`src/sv/assert_macros.svh`:
```
// Assertion macros shared by the gate opener RTL.
// No dependencies; included by files that carry assertions.
`ifndef ASSERT_MACROS_SVH
`define ASSERT_MACROS_SVH
`ifndef SYNTH
`define ASSERT_IMPL(label, clk, rst, a, c) \
  label: assert property (@(posedge clk) disable iff (rst) (a) |-> (c)) else $error("%m");
`define ASSERT_NEXT(label, clk, rst, a, c) \
  label: assert property (@(posedge clk) disable iff (rst) (a) |=> (c)) else $error("%m");
`else
`define ASSERT_IMPL(label, clk, rst, a, c)
`define ASSERT_NEXT(label, clk, rst, a, c)
`endif
`endif

```
`src/sv/goc_pkg.sv`:
```
// Types and constants for the gate opener controller.
// No dependencies.
package goc_pkg;
  typedef enum logic [3:0] {
    MODE_START = 4'd0, MODE_STOPPED = 4'd1, MODE_OPENING = 4'd2, MODE_CLOSING = 4'd3,
    MODE_OPEN = 4'd4, MODE_CLOSED = 4'd5, MODE_WAIT = 4'd6, MODE_PAUSE = 4'd7,
    MODE_ERROR = 4'd8, MODE_CAL = 4'd9
  } mode_t;
  typedef enum logic [1:0] {
    FAULT_NONE = 2'd0, FAULT_BOTH = 2'd1, FAULT_TIME = 2'd2, FAULT_MAINT = 2'd3
  } fault_t;
  typedef enum logic [3:0] {
    OP_TICK = 4'd0, OP_OPEN = 4'd1, OP_CLOSE = 4'd2, OP_STOP = 4'd3, OP_RESET = 4'd4,
    OP_CAL_START = 4'd5, OP_CAL_END = 4'd6, OP_AUTO = 4'd7, OP_OTHER = 4'd8
  } op_t;
  typedef enum logic [2:0] {
    REG_AUTO_CLOSE = 3'd0, REG_TRAVEL = 3'd1, REG_PHOTO_WAIT = 3'd2,
    REG_REV_PAUSE = 3'd3, REG_AC_EN = 3'd4, REG_MAINT_EN = 3'd5
  } reg_idx_t;
  typedef enum logic [1:0] {ST_IDLE, ST_MUL, ST_DIV, ST_OUT} seq_t;
  localparam int unsigned TimeW = 32;
  localparam int unsigned MsPerSec = 1000;
  localparam int unsigned FullPct = 100;
  typedef struct packed {
    logic start;
    logic busy;
    logic done;
  } div_ctl_t;

  // input and result words, first field in the top bits
  typedef struct packed {
    logic [3:0]  opcode;
    logic [31:0] time_ms;
    logic        limit_open_hit;
    logic        limit_closed_hit;
    logic        beam_blocked;
    logic        dip_auto_close_on;
    logic        dip_maintenance_on;
    logic        dip_reverse_on;
  } gate_in_t;

  typedef struct packed {
    logic [3:0] state_code;
    logic [1:0] error_code;
    logic [6:0] open_pct;
    logic       handled;
    logic       event_accepted;
    logic       drive_open;
    logic       drive_close;
  } gate_out_t;
endpackage

```
`src/sv/goc_if.sv`:
```
// Valid/ready channel interface carrying a payload word.
// Depends on nothing; payload type is a parameter.
interface goc_if #(parameter type payload_t = logic) ();
  logic     valid;
  logic     ready;
  payload_t data;
  modport source (output valid, output data, input ready);
  modport sink (input valid, input data, output ready);
endinterface

```
`src/sv/gate_opener_controller.sv`:
```
// Gate opener controller top level.
// Depends on goc_pkg, goc_if, goc_div, goc_fsm and assert_macros.svh.
//
// Usage: input words arrive on in_ch (opcode, time and sensor levels), one
// result word leaves on out_ch per input. Registers are written through
// cfg_we/cfg_idx/cfg_data while the block is idle.
// After an input word is accepted, the result is formed in steps: the
// elapsed-times-100 product is registered, the bit-serial divider is launched
// and scales it by the travel span, and then the mode logic is updated, whose
// registers present the result. The serial divider limits the rate: one item
// is in flight at a time and in_ch.ready is low until its result is taken, so
// no new word is accepted before the last one is through.
// A stalled receiver holds the result in the output register.
// Reset (rst, synchronous) returns the mode to starting, clears the fault,
// position and times, and loads register defaults: auto close 30 s,
// travel 20 s, photocell wait 5 s, reverse pause 2 s, auto close enabled,
// maintenance lock off. No clearing pass is needed.
`include "assert_macros.svh"
module gate_opener_controller import goc_pkg::*; (
  input logic        clk,
  input logic        rst,
  goc_if.sink        in_ch,
  goc_if.source      out_ch,
  input logic        cfg_we,
  input logic [2:0]  cfg_idx,
  input logic [15:0] cfg_data
);
  logic [15:0] ac_s, trav_s, pw_s, rp_s;
  logic        ac_en, mt_en;
  seq_t        st, st_next;
  logic [3:0]  op;
  logic [31:0] now, prod, span, quot, moved_from;
  logic [5:0]  sens;
  logic [14:0] res;
  div_ctl_t    dctl;
  logic        apply, dstart;

  // configuration registers
  always_ff @(posedge clk) begin
    if (rst) begin
      ac_s <= 16'd30; trav_s <= 16'd20; pw_s <= 16'd5; rp_s <= 16'd2;
      ac_en <= 1'b1; mt_en <= 1'b0;
    end else if (cfg_we) begin
      case (cfg_idx)
        REG_AUTO_CLOSE: ac_s <= cfg_data;
        REG_TRAVEL:     trav_s <= cfg_data;
        REG_PHOTO_WAIT: pw_s <= cfg_data;
        REG_REV_PAUSE:  rp_s <= cfg_data;
        REG_AC_EN:      ac_en <= cfg_data[0];
        REG_MAINT_EN:   mt_en <= cfg_data[0];
        default: ;
      endcase
    end
  end

  // input capture
  always_ff @(posedge clk) begin
    if (in_ch.valid && in_ch.ready) begin
      op <= in_ch.data.opcode; now <= in_ch.data.time_ms;
      sens <= {in_ch.data.limit_open_hit, in_ch.data.limit_closed_hit,
               in_ch.data.beam_blocked, in_ch.data.dip_auto_close_on,
               in_ch.data.dip_maintenance_on, in_ch.data.dip_reverse_on};
    end
    if (st == ST_MUL) begin
      prod <= (now - moved_from) * 32'(FullPct);
      span <= (trav_s == 16'd0) ? 32'd1 : 32'(trav_s) * 32'(MsPerSec);
    end
  end

  // sequencer
  always_comb begin
    st_next = st;
    case (st)
      ST_IDLE: if (in_ch.valid) st_next = ST_MUL;
      ST_MUL:  st_next = ST_DIV;
      ST_DIV:  if (dctl.done) st_next = ST_OUT;
      ST_OUT:  if (out_ch.ready) st_next = ST_IDLE;
      default: st_next = ST_IDLE;
    endcase
  end

  always_comb begin
    in_ch.ready  = (st == ST_IDLE);
    out_ch.valid = (st == ST_OUT);
    dstart       = 1'b0;
    apply        = (st == ST_DIV) && dctl.done;
  end

  logic dstart_r;
  always_ff @(posedge clk) begin
    if (rst) begin
      st <= ST_IDLE; dstart_r <= 1'b0;
    end else begin
      st <= st_next; dstart_r <= (st == ST_MUL);
    end
  end

  goc_div u_div (.clk, .rst, .start(dstart_r | dstart), .dividend(prod), .divisor(span),
                 .quotient(quot), .ctl(dctl));

  goc_fsm u_fsm (.clk, .rst, .apply, .op, .now, .sens, .delta(quot), .ac_s, .trav_s,
                 .pw_s, .rp_s, .ac_en, .mt_en, .moved_from, .res);

  // result word
  always_comb begin
    out_ch.data.state_code     = res[14:11];
    out_ch.data.error_code     = res[10:9];
    out_ch.data.open_pct       = res[8:2];
    out_ch.data.handled        = res[1];
    out_ch.data.event_accepted = res[0];
    out_ch.data.drive_open     = (res[14:11] == MODE_OPENING);
    out_ch.data.drive_close    = (res[14:11] == MODE_CLOSING);
  end

  `ASSERT_IMPL(a_one_side, clk, rst, 1'b1, !(in_ch.ready && out_ch.valid))
  `ASSERT_NEXT(a_out_hold, clk, rst, out_ch.valid && !out_ch.ready, out_ch.valid)
  `ASSERT_IMPL(a_apply_div, clk, rst, apply, st == ST_DIV)
endmodule

```
`src/sv/goc_div.sv`:
```
// Bit-serial restoring divider, one quotient bit per cycle.
// Depends on goc_pkg and assert_macros.svh.
`include "assert_macros.svh"
module goc_div import goc_pkg::*; (
  input  logic             clk,
  input  logic             rst,
  input  logic             start,
  input  logic [TimeW-1:0] dividend,
  input  logic [TimeW-1:0] divisor,
  output logic [TimeW-1:0] quotient,
  output div_ctl_t         ctl
);
  logic [TimeW-1:0] rem;
  logic [TimeW-1:0] quo;
  logic [TimeW-1:0] dvs;
  logic [5:0]       count;
  logic             busy;
  logic             done;
  logic [TimeW:0]   trial;
  logic [TimeW:0]   shifted;

  // one trial subtraction a cycle
  assign shifted = {rem, quo[TimeW-1]};
  assign trial   = shifted - {1'b0, dvs};

  always_ff @(posedge clk) begin
    if (rst) begin
      busy  <= 1'b0;
      done  <= 1'b0;
      count <= '0;
    end else begin
      done <= 1'b0;
      if (start) begin
        busy  <= 1'b1;
        count <= 6'(TimeW);
      end else if (busy) begin
        count <= count - 6'd1;
        if (count == 6'd1) begin
          busy <= 1'b0;
          done <= 1'b1;
        end
      end
    end
  end

  always_ff @(posedge clk) begin
    if (start) begin
      rem <= '0;
      quo <= dividend;
      dvs <= divisor;
    end else if (busy) begin
      if (!trial[TimeW]) rem <= trial[TimeW-1:0];
      else rem <= shifted[TimeW-1:0];
      quo <= {quo[TimeW-2:0], ~trial[TimeW]};
    end
  end

  assign quotient = quo;
  assign ctl = '{start: start, busy: busy, done: done};

  `ASSERT_NEXT(a_div_done, clk, rst, busy && count == 6'd1, done && !busy)
  `ASSERT_IMPL(a_div_nostart, clk, rst, busy, !start)
  `ASSERT_NEXT(a_div_go, clk, rst, start, busy)
endmodule

```
`src/sv/goc_fsm.sv`:
```
// Gate mode logic: applies one event given the position step.
// Depends on goc_pkg and assert_macros.svh.
`include "assert_macros.svh"
module goc_fsm import goc_pkg::*; (
  input  logic        clk,
  input  logic        rst,
  input  logic        apply,
  input  logic [3:0]  op,
  input  logic [31:0] now,
  input  logic [5:0]  sens,
  input  logic [31:0] delta,
  input  logic [15:0] ac_s,
  input  logic [15:0] trav_s,
  input  logic [15:0] pw_s,
  input  logic [15:0] rp_s,
  input  logic        ac_en,
  input  logic        mt_en,
  output logic [31:0] moved_from,
  output logic [14:0] res
);
  mode_t       mode, mode_next;
  fault_t      fault, fault_next;
  logic [6:0]  position, position_next, pos_trk;
  logic [31:0] entered, entered_next, moved_next, el;
  logic        revp, revp_next, acc, acc_next, ok;
  logic        lo, lc, bm, dac, dmt, drv, locked, acact, moving;
  logic [31:0] t_trav, t_ac, t_pw, t_rp;

  assign {lo, lc, bm, dac, dmt, drv} = sens;
  assign locked = dmt | mt_en;
  assign acact  = ac_en & dac & ~locked;
  assign moving = (mode == MODE_OPENING) || (mode == MODE_CLOSING);
  assign el     = now - entered;
  assign t_trav = 32'(trav_s) * 32'(MsPerSec);
  assign t_ac   = 32'(ac_s) * 32'(MsPerSec);
  assign t_pw   = 32'(pw_s) * 32'(MsPerSec);
  assign t_rp   = 32'(rp_s) * 32'(MsPerSec);

  // position after tracking
  always_comb begin
    pos_trk = position;
    if (mode == MODE_OPENING)
      pos_trk = (delta >= 32'(FullPct - position)) ? 7'(FullPct) : position + delta[6:0];
    else if (mode == MODE_CLOSING)
      pos_trk = (delta >= 32'(position)) ? 7'd0 : position - delta[6:0];
  end

  // next-state logic
  always_comb begin
    logic       cmd, cls, opn;
    logic [3:0] eop;
    mode_next = mode; fault_next = fault; position_next = pos_trk;
    entered_next = entered; revp_next = revp; acc_next = acc; ok = 1'b0;
    moved_next = moving ? now : moved_from;
    cmd = 1'b0; cls = 1'b0; opn = 1'b0;
    eop = (op > OP_OTHER) ? OP_OTHER : op;
    if (op == OP_TICK) begin
      if (lo && lc) begin
        fault_next = FAULT_BOTH; mode_next = MODE_ERROR; ok = 1'b1;
      end else if (mode == MODE_START) begin
        ok = 1'b1;
        if (lo) begin position_next = 7'(FullPct); mode_next = MODE_OPEN; end
        else if (lc) begin position_next = '0; mode_next = MODE_CLOSED; end
        else mode_next = MODE_STOPPED;
      end else if (mode == MODE_OPENING && lo) begin
        position_next = 7'(FullPct); mode_next = MODE_OPEN; ok = 1'b1;
      end else if (mode == MODE_OPENING && el >= t_trav) begin
        fault_next = FAULT_TIME; mode_next = MODE_ERROR; ok = 1'b1;
      end else if (mode == MODE_CLOSING && lc) begin
        position_next = '0; mode_next = MODE_CLOSED; ok = 1'b1;
      end else if (mode == MODE_CLOSING && bm) begin
        revp_next = drv; mode_next = MODE_PAUSE; ok = 1'b1;
      end else if (mode == MODE_CLOSING && el >= t_trav) begin
        fault_next = FAULT_TIME; mode_next = MODE_ERROR; ok = 1'b1;
      end else if (mode == MODE_OPEN && acact) begin
        mode_next = MODE_WAIT; ok = 1'b1;
      end else if (mode == MODE_WAIT && !acact) begin
        mode_next = MODE_OPEN; ok = 1'b1;
      end else if (mode == MODE_WAIT && el >= t_ac) begin
        cmd = 1'b1; eop = OP_AUTO;
      end else if (mode == MODE_PAUSE && revp && el >= t_rp) begin
        opn = 1'b1;
      end else if (mode == MODE_PAUSE && !revp && !bm && el >= t_pw) begin
        mode_next = MODE_STOPPED; ok = 1'b1;
      end
    end else cmd = 1'b1;
    // command handling (tracking already done; WAIT is not moving)
    if (cmd) begin
      acc_next = 1'b1; ok = 1'b1;
      case (eop)
        OP_STOP, OP_CAL_END: mode_next = MODE_STOPPED;
        OP_RESET: begin fault_next = FAULT_NONE; mode_next = MODE_STOPPED; end
        OP_CAL_START: mode_next = MODE_CAL;
        default: begin
          if (mode == MODE_ERROR) begin acc_next = 1'b0; ok = 1'b0; end
          else if (eop == OP_OPEN) opn = 1'b1;
          else if (eop == OP_CLOSE || eop == OP_AUTO) cls = 1'b1;
          else begin acc_next = 1'b0; ok = 1'b0; end
        end
      endcase
    end
    if (opn) begin
      ok = 1'b1;
      if (locked) begin fault_next = FAULT_MAINT; mode_next = MODE_ERROR; ok = 1'b0; end
      else if (lo) begin position_next = 7'(FullPct); mode_next = MODE_OPEN; end
      else begin fault_next = FAULT_NONE; mode_next = MODE_OPENING; end
    end
    if (cls) begin
      ok = 1'b1;
      if (locked) begin fault_next = FAULT_MAINT; mode_next = MODE_ERROR; ok = 1'b0; end
      else if (bm) begin mode_next = MODE_PAUSE; revp_next = 1'b0; ok = 1'b0; end
      else if (lc) begin position_next = '0; mode_next = MODE_CLOSED; end
      else begin fault_next = FAULT_NONE; mode_next = MODE_CLOSING; end
    end
    // entry time moves only when a mode is (re)entered; a refused event leaves it
    if (mode_next != mode || ok || opn || cls) entered_next = now;
    if ((opn || cls) && (mode_next == MODE_OPENING || mode_next == MODE_CLOSING))
      moved_next = now;
  end

  always_ff @(posedge clk) begin
    if (rst) begin
      mode <= MODE_START; fault <= FAULT_NONE; position <= '0; entered <= '0;
      moved_from <= '0; revp <= 1'b0; acc <= 1'b0;
    end else if (apply) begin
      mode <= mode_next; fault <= fault_next; position <= position_next;
      entered <= entered_next; moved_from <= moved_next; revp <= revp_next;
      acc <= acc_next;
    end
  end

  logic ok_r;
  always_ff @(posedge clk) if (apply) ok_r <= ok;

  // result word
  assign res = {mode, fault, position, ok_r, acc};

  `ASSERT_IMPL(a_pos_range, clk, rst, 1'b1, position <= 7'(FullPct))
  `ASSERT_IMPL(a_err_fault, clk, rst, moving, fault == FAULT_NONE)
  `ASSERT_NEXT(a_hold, clk, rst, !apply, $stable(mode))
endmodule

```
`src/flat_wrapper.sv`:
```
// flat-port wrapper written by rule: the top's interface ports become plain ports
module gate_opener_controller_flat import goc_pkg::*;
  (clk, rst, cfg_we, cfg_idx, cfg_data, in_ch_valid, in_ch_data, in_ch_ready, out_ch_valid, out_ch_data, out_ch_ready);
  goc_if #(.payload_t(gate_in_t)) in_ch_i ();
  goc_if #(.payload_t(gate_out_t)) out_ch_i ();
  input logic clk;
  input logic rst;
  input logic cfg_we;
  input logic [2:0] cfg_idx;
  input logic [15:0] cfg_data;
  input wire logic [$bits(in_ch_i.valid)-1:0] in_ch_valid;
  input wire logic [$bits(in_ch_i.data)-1:0] in_ch_data;
  output wire logic [$bits(in_ch_i.ready)-1:0] in_ch_ready;
  output wire logic [$bits(out_ch_i.valid)-1:0] out_ch_valid;
  output wire logic [$bits(out_ch_i.data)-1:0] out_ch_data;
  input wire logic [$bits(out_ch_i.ready)-1:0] out_ch_ready;
  assign in_ch_i.valid = in_ch_valid;
  assign in_ch_i.data = in_ch_data;
  assign in_ch_ready = in_ch_i.ready;
  assign out_ch_valid = out_ch_i.valid;
  assign out_ch_data = out_ch_i.data;
  assign out_ch_i.ready = out_ch_ready;
  gate_opener_controller u_core (.clk(clk), .rst(rst), .in_ch(in_ch_i), .out_ch(out_ch_i), .cfg_we(cfg_we), .cfg_idx(cfg_idx), .cfg_data(cfg_data));
endmodule
```
`config.mk`:
```
export PLATFORM = sky130hd
export DESIGN_NAME = gate_opener_controller_flat
export DESIGN_NICKNAME = d
export VERILOG_FILES = /design/src/sv/goc_pkg.sv /design/src/sv/goc_if.sv /design/src/sv/gate_opener_controller.sv /design/src/sv/goc_div.sv /design/src/sv/goc_fsm.sv /design/src/flat_wrapper.sv
export VERILOG_INCLUDE_DIRS = /design/src /design/src/sv
export SDC_FILE = /design/constraint.sdc
export NUM_CORES = 2
export LEC_CHECK = 0
export ABC_AREA = 0
export ABC_CLOCK_PERIOD_IN_PS = 8100
export BUFFER_PORTS_ARGS = -buffer_cell sky130_fd_sc_hd__buf_2
export CAP_MARGIN = 20
export CELL_PAD_IN_SITES_DETAIL_PLACEMENT = 0
export CELL_PAD_IN_SITES_GLOBAL_PLACEMENT = 2
export CORE_ASPECT_RATIO = 0.8
export CORE_MARGIN = 2
export CORE_UTILIZATION = 42
export CTS_CLUSTER_DIAMETER = 200
export DETAILED_ROUTE_END_ITERATION = 16
export PLACE_DENSITY = 0.85
export SETUP_SLACK_MARGIN = 0.02
export SYNTH_ARGS = -nofsm -noshare
export SYNTH_HDL_FRONTEND = slang
export SYNTH_HIERARCHICAL = 1
export SYNTH_SLANG_ARGS = --single-unit
```
`constraint.sdc`:
```
create_clock -name clk -period 8.1 [get_ports clk]
set_clock_uncertainty 0.1 [all_clocks]
set_input_delay 1.215 -clock clk [delete_from_list [all_inputs] [get_ports clk]]
set_output_delay 1.215 -clock clk [all_outputs]
set_load 0.01 [all_outputs]
```
==> reports/summary.log <==
qor: place.globalplace.congestion 0.869
qor: critical_path.worstPathRequired 8.47 ns
qor: pwr.p_per_area 315 nW/um2
qor: clock_tree.cts-hold-fix-buffers 0
qor: critical_path.worstReg2RegStart u_core/trav_s[0]
qor: sta.unrepaired_setup_endpoints_after_global_routing false
qor: worst_hold_path.holdCritPathClass flop to flop
qor: grt.gr-total-overflow 0
qor: cells_and_area.layout_cells_sized_above_1 7.60%
qor: sta.final_max_slew_viol_count 0
qor: clock_tree.cts_tree built
qor: grt.grt_pass1_wl 152000 um
qor: critical_path.worst_r2r_path_depth 32
qor: grt.groute.usage.overall 20.4%
qor: cells_and_area.final_area 41200 um2
qor: clock_tree.clock_latency_of_the_later_clocked_register_in_the_worst_skew_pair 0.61 ns
qor: critical_path.critical_path_peak_fanout 5
qor: pwr.power.internal 7.14 mW
qor: clock_tree.clock_pin_slew_on_the_worst_setup_and_hold_paths 0.07 ns
qor: worst_hold_path.min_delay_src u_core/span[0]
qor: die.ios 85
qor: sta.slew_headroom 21.8%
qor: synth.synth.cell_area 37600 um2
qor: grt.maximum_number_of_pins_on_one_net_before_global_route_repair 96
qor: pwr.report.power.total 13.0 mW
qor: sta.fmax 0.130 GHz
qor: drt.drc_errors 0
qor: grt.antenna_found_initial 1
qor: sta.whs 0.316 ns
qor: cells_and_area.finish.net_count 5113
qor: die.floorplan.die_area 92000 um2
qor: pwr.power_leakage 19.1 nW
qor: die.die_x 339 um
qor: sta.period_share 94.8%
qor: pwr.swShare 45.0%
qor: place.dp_hpwl 74000 um
qor: sta.final.min_clock_period 7.68 ns
qor: place.io_buffer_count 84
qor: pwr.vdd_drop_max 0.353 mV
qor: synth.yosys_warnings 6
qor: drt.routed_wire_length_per_instance 17.3 um
qor: sta.final_hold_vio_count 0
qor: outcome.run_status finished clean
qor: grt.grt_pass1_vias 27733
qor: sta.setup-tns-final 0 ns
qor: pwr.power.share.sequential 22.0%
qor: worst_hold_path.holdPathStages 0
qor: clock_tree.cts_max_level 2
qor: worst_hold_path.endpoint_worst_hold u_core/u_div/dvs[0]
qor: drt.initialDrtViolationCount 1747
qor: drt.finalWirelength 93400 um
qor: clock_tree.clock_tree.root_cell sky130_fd_sc_hd__clkbuf_16
qor: job.max_cap_violations 0
qor: sta.worst_slew_pin_slew 1.16 ns
qor: critical_path.critical-path-slowest-cell sky130_fd_sc_hd__or4_4
qor: critical_path.ff2ff_setup_slack 0.42 ns
qor: drt.detail_route.first_pass.iterations 6
qor: synth.synthesis.area_per_instance 9.29 um2
qor: cells_and_area.fillCellCount 8797
qor: cells_and_area.final_util 46.3%
qor: critical_path.timing.critical_path.arrival 8.05 ns
qor: clock_tree.clock_sinks 347
qor: pwr.comb_power_share 63.2%
qor: critical_path.worst-setup-path-type flop to flop
qor: pwr.power.clock.fraction 14.8%
qor: drt.postRouteAntennaNets 0
qor: die.initial_util 42.3%
qor: place.placement.cell_area 39700 um2
qor: synth.synthCells 4052
qor: clock_tree.cts_inserted_buffers 42
qor: cells_and_area.area_growth 9.52%
qor: die.die_y 272 um
qor: critical_path.crit_path_max_incr_delay 0.64 ns
qor: die.floorplan.core_area 89000 um2
qor: critical_path.startpoint_type flop
qor: clock_tree.clock_tree.buffer_depth 3
qor: drt.via_count 28053
qor: pwr.power_switching 5.84 mW
qor: critical_path.setup.worst_path.end_class flop
qor: drt.mean_number_of_vias_per_cell 5.20
qor: sta.setup-violations-final 0
qor: critical_path.critical_path.reg2reg.endpoint u_core/u_fsm/fault[1]
qor: die.floorplan.rows 98
-- per-stage QoR --
| stage | instances | setup WS (ns) |
|---|---|---|
| detailed placement | 5315 | 0.148 |
| global placement | 5315 | 0.253 |
| CTS | 5393 | 0.0508 |
| finish | 5397 | 0.420 |
| global route | 5396 | 0.0222 |
| floorplan | 4061 | 0.669 |
-- layer usage --
layer	share of wire, %	GRT usage [%]	wire [um]	vias up
li1	-	-	-	14107
met1	50	29.5	46800	13374
met2	44	32.9	41300	497
met3	4.2	2.60	3930	75
met4	1.4	3.81	1340	0
met5	0	0	0	-
-- power by group through the flow --
stage,Sequential [mW],Combinational [mW],Clock [mW]
floorplan,2.76,6.27,0
global placement,2.88,8.12,0
detailed placement,2.89,8.15,0
CTS,2.86,8.21,1.99
global route,2.90,9.36,2.05
finish,2.85,8.20,1.93
-- final cells by class --
cell class	count	area [um2]	area share [%]
multi-input combinational	2978	26400	64.1
timing repair buffer	149	937	2.27
inverter	643	2410	5.85
clock inverter	19	199	0.483
clock buffer	59	1170	2.85
sequential	347	8570	20.8
antenna	2	5.00	0.0121
tap	1200	1500	3.64
-- how the worst max path moves through the flow --
stage,from,to,cells after the start
floorplan,u_core/trav_s[2],u_core/u_fsm/fault[1],29
global placement,u_core/ac_s[0],u_core/u_fsm/moved_from[29],29
detailed placement,u_core/ac_s[0],u_core/u_fsm/moved_from[29],30
CTS,u_core/ac_s[0],u_core/u_fsm/moved_from[29],30
global route,u_core/trav_s[0],u_core/u_fsm/moved_from[3],33
finish,u_core/trav_s[0],u_core/u_fsm/fault[1],32
-- sequential cells by signal (all words and copies together) (netlist names), 2 cells and up --
signal	cells
u_core/u_fsm/mode	4
u_core/u_div/dvs	32
u_core/u_fsm/entered	32
u_core/trav_s	16
u_core/pw_s	16
u_core/u_div/quotient	32
u_core/u_fsm/position	7
u_core/ac_s	16
u_core/u_fsm/fault	2
u_core/op	4
u_core/u_div/rem	32
u_core/span	24
u_core/rp_s	16
u_core/prod	30
u_core/u_fsm/moved_from	30
u_core/u_div/count	6
u_core/st	2
u_core/sens	6
u_core/now	32
-- cell usage in the layout (no fill, tap or decap), types with 121 or more instances in the layout --
cell type,instances
sky130_fd_sc_hd__inv_1,642
sky130_fd_sc_hd__ha_1,587
sky130_fd_sc_hd__nand2_1,340
sky130_fd_sc_hd__fa_1,298
sky130_fd_sc_hd__a21oi_1,250
sky130_fd_sc_hd__nor2_1,211
sky130_fd_sc_hd__dfxtp_1,178
sky130_fd_sc_hd__edfxtp_1,161
sky130_fd_sc_hd__xnor2_1,128
sky130_fd_sc_hd__o21ai_0,121
-- worst max-delay path, delay by kind of cell (launching register included) --
family	cells	cell delay, ns
AO/OA/AOI/OAI	17	3.35
adder cells (fa/ha/maj)	6	2.23
AND/OR/NAND/NOR	4	0.97
buffers and inverters	4	0.43
flip-flops	1	0.34
XOR/XNOR	1	0.17
-- timing repair --
item,4_1_cts,5_1_grt
setup buffers,0,1
endpoints found under the setup margin,0,77
resized for setup,0,27
No activity file was read; power rests on OpenSTA's default activity.
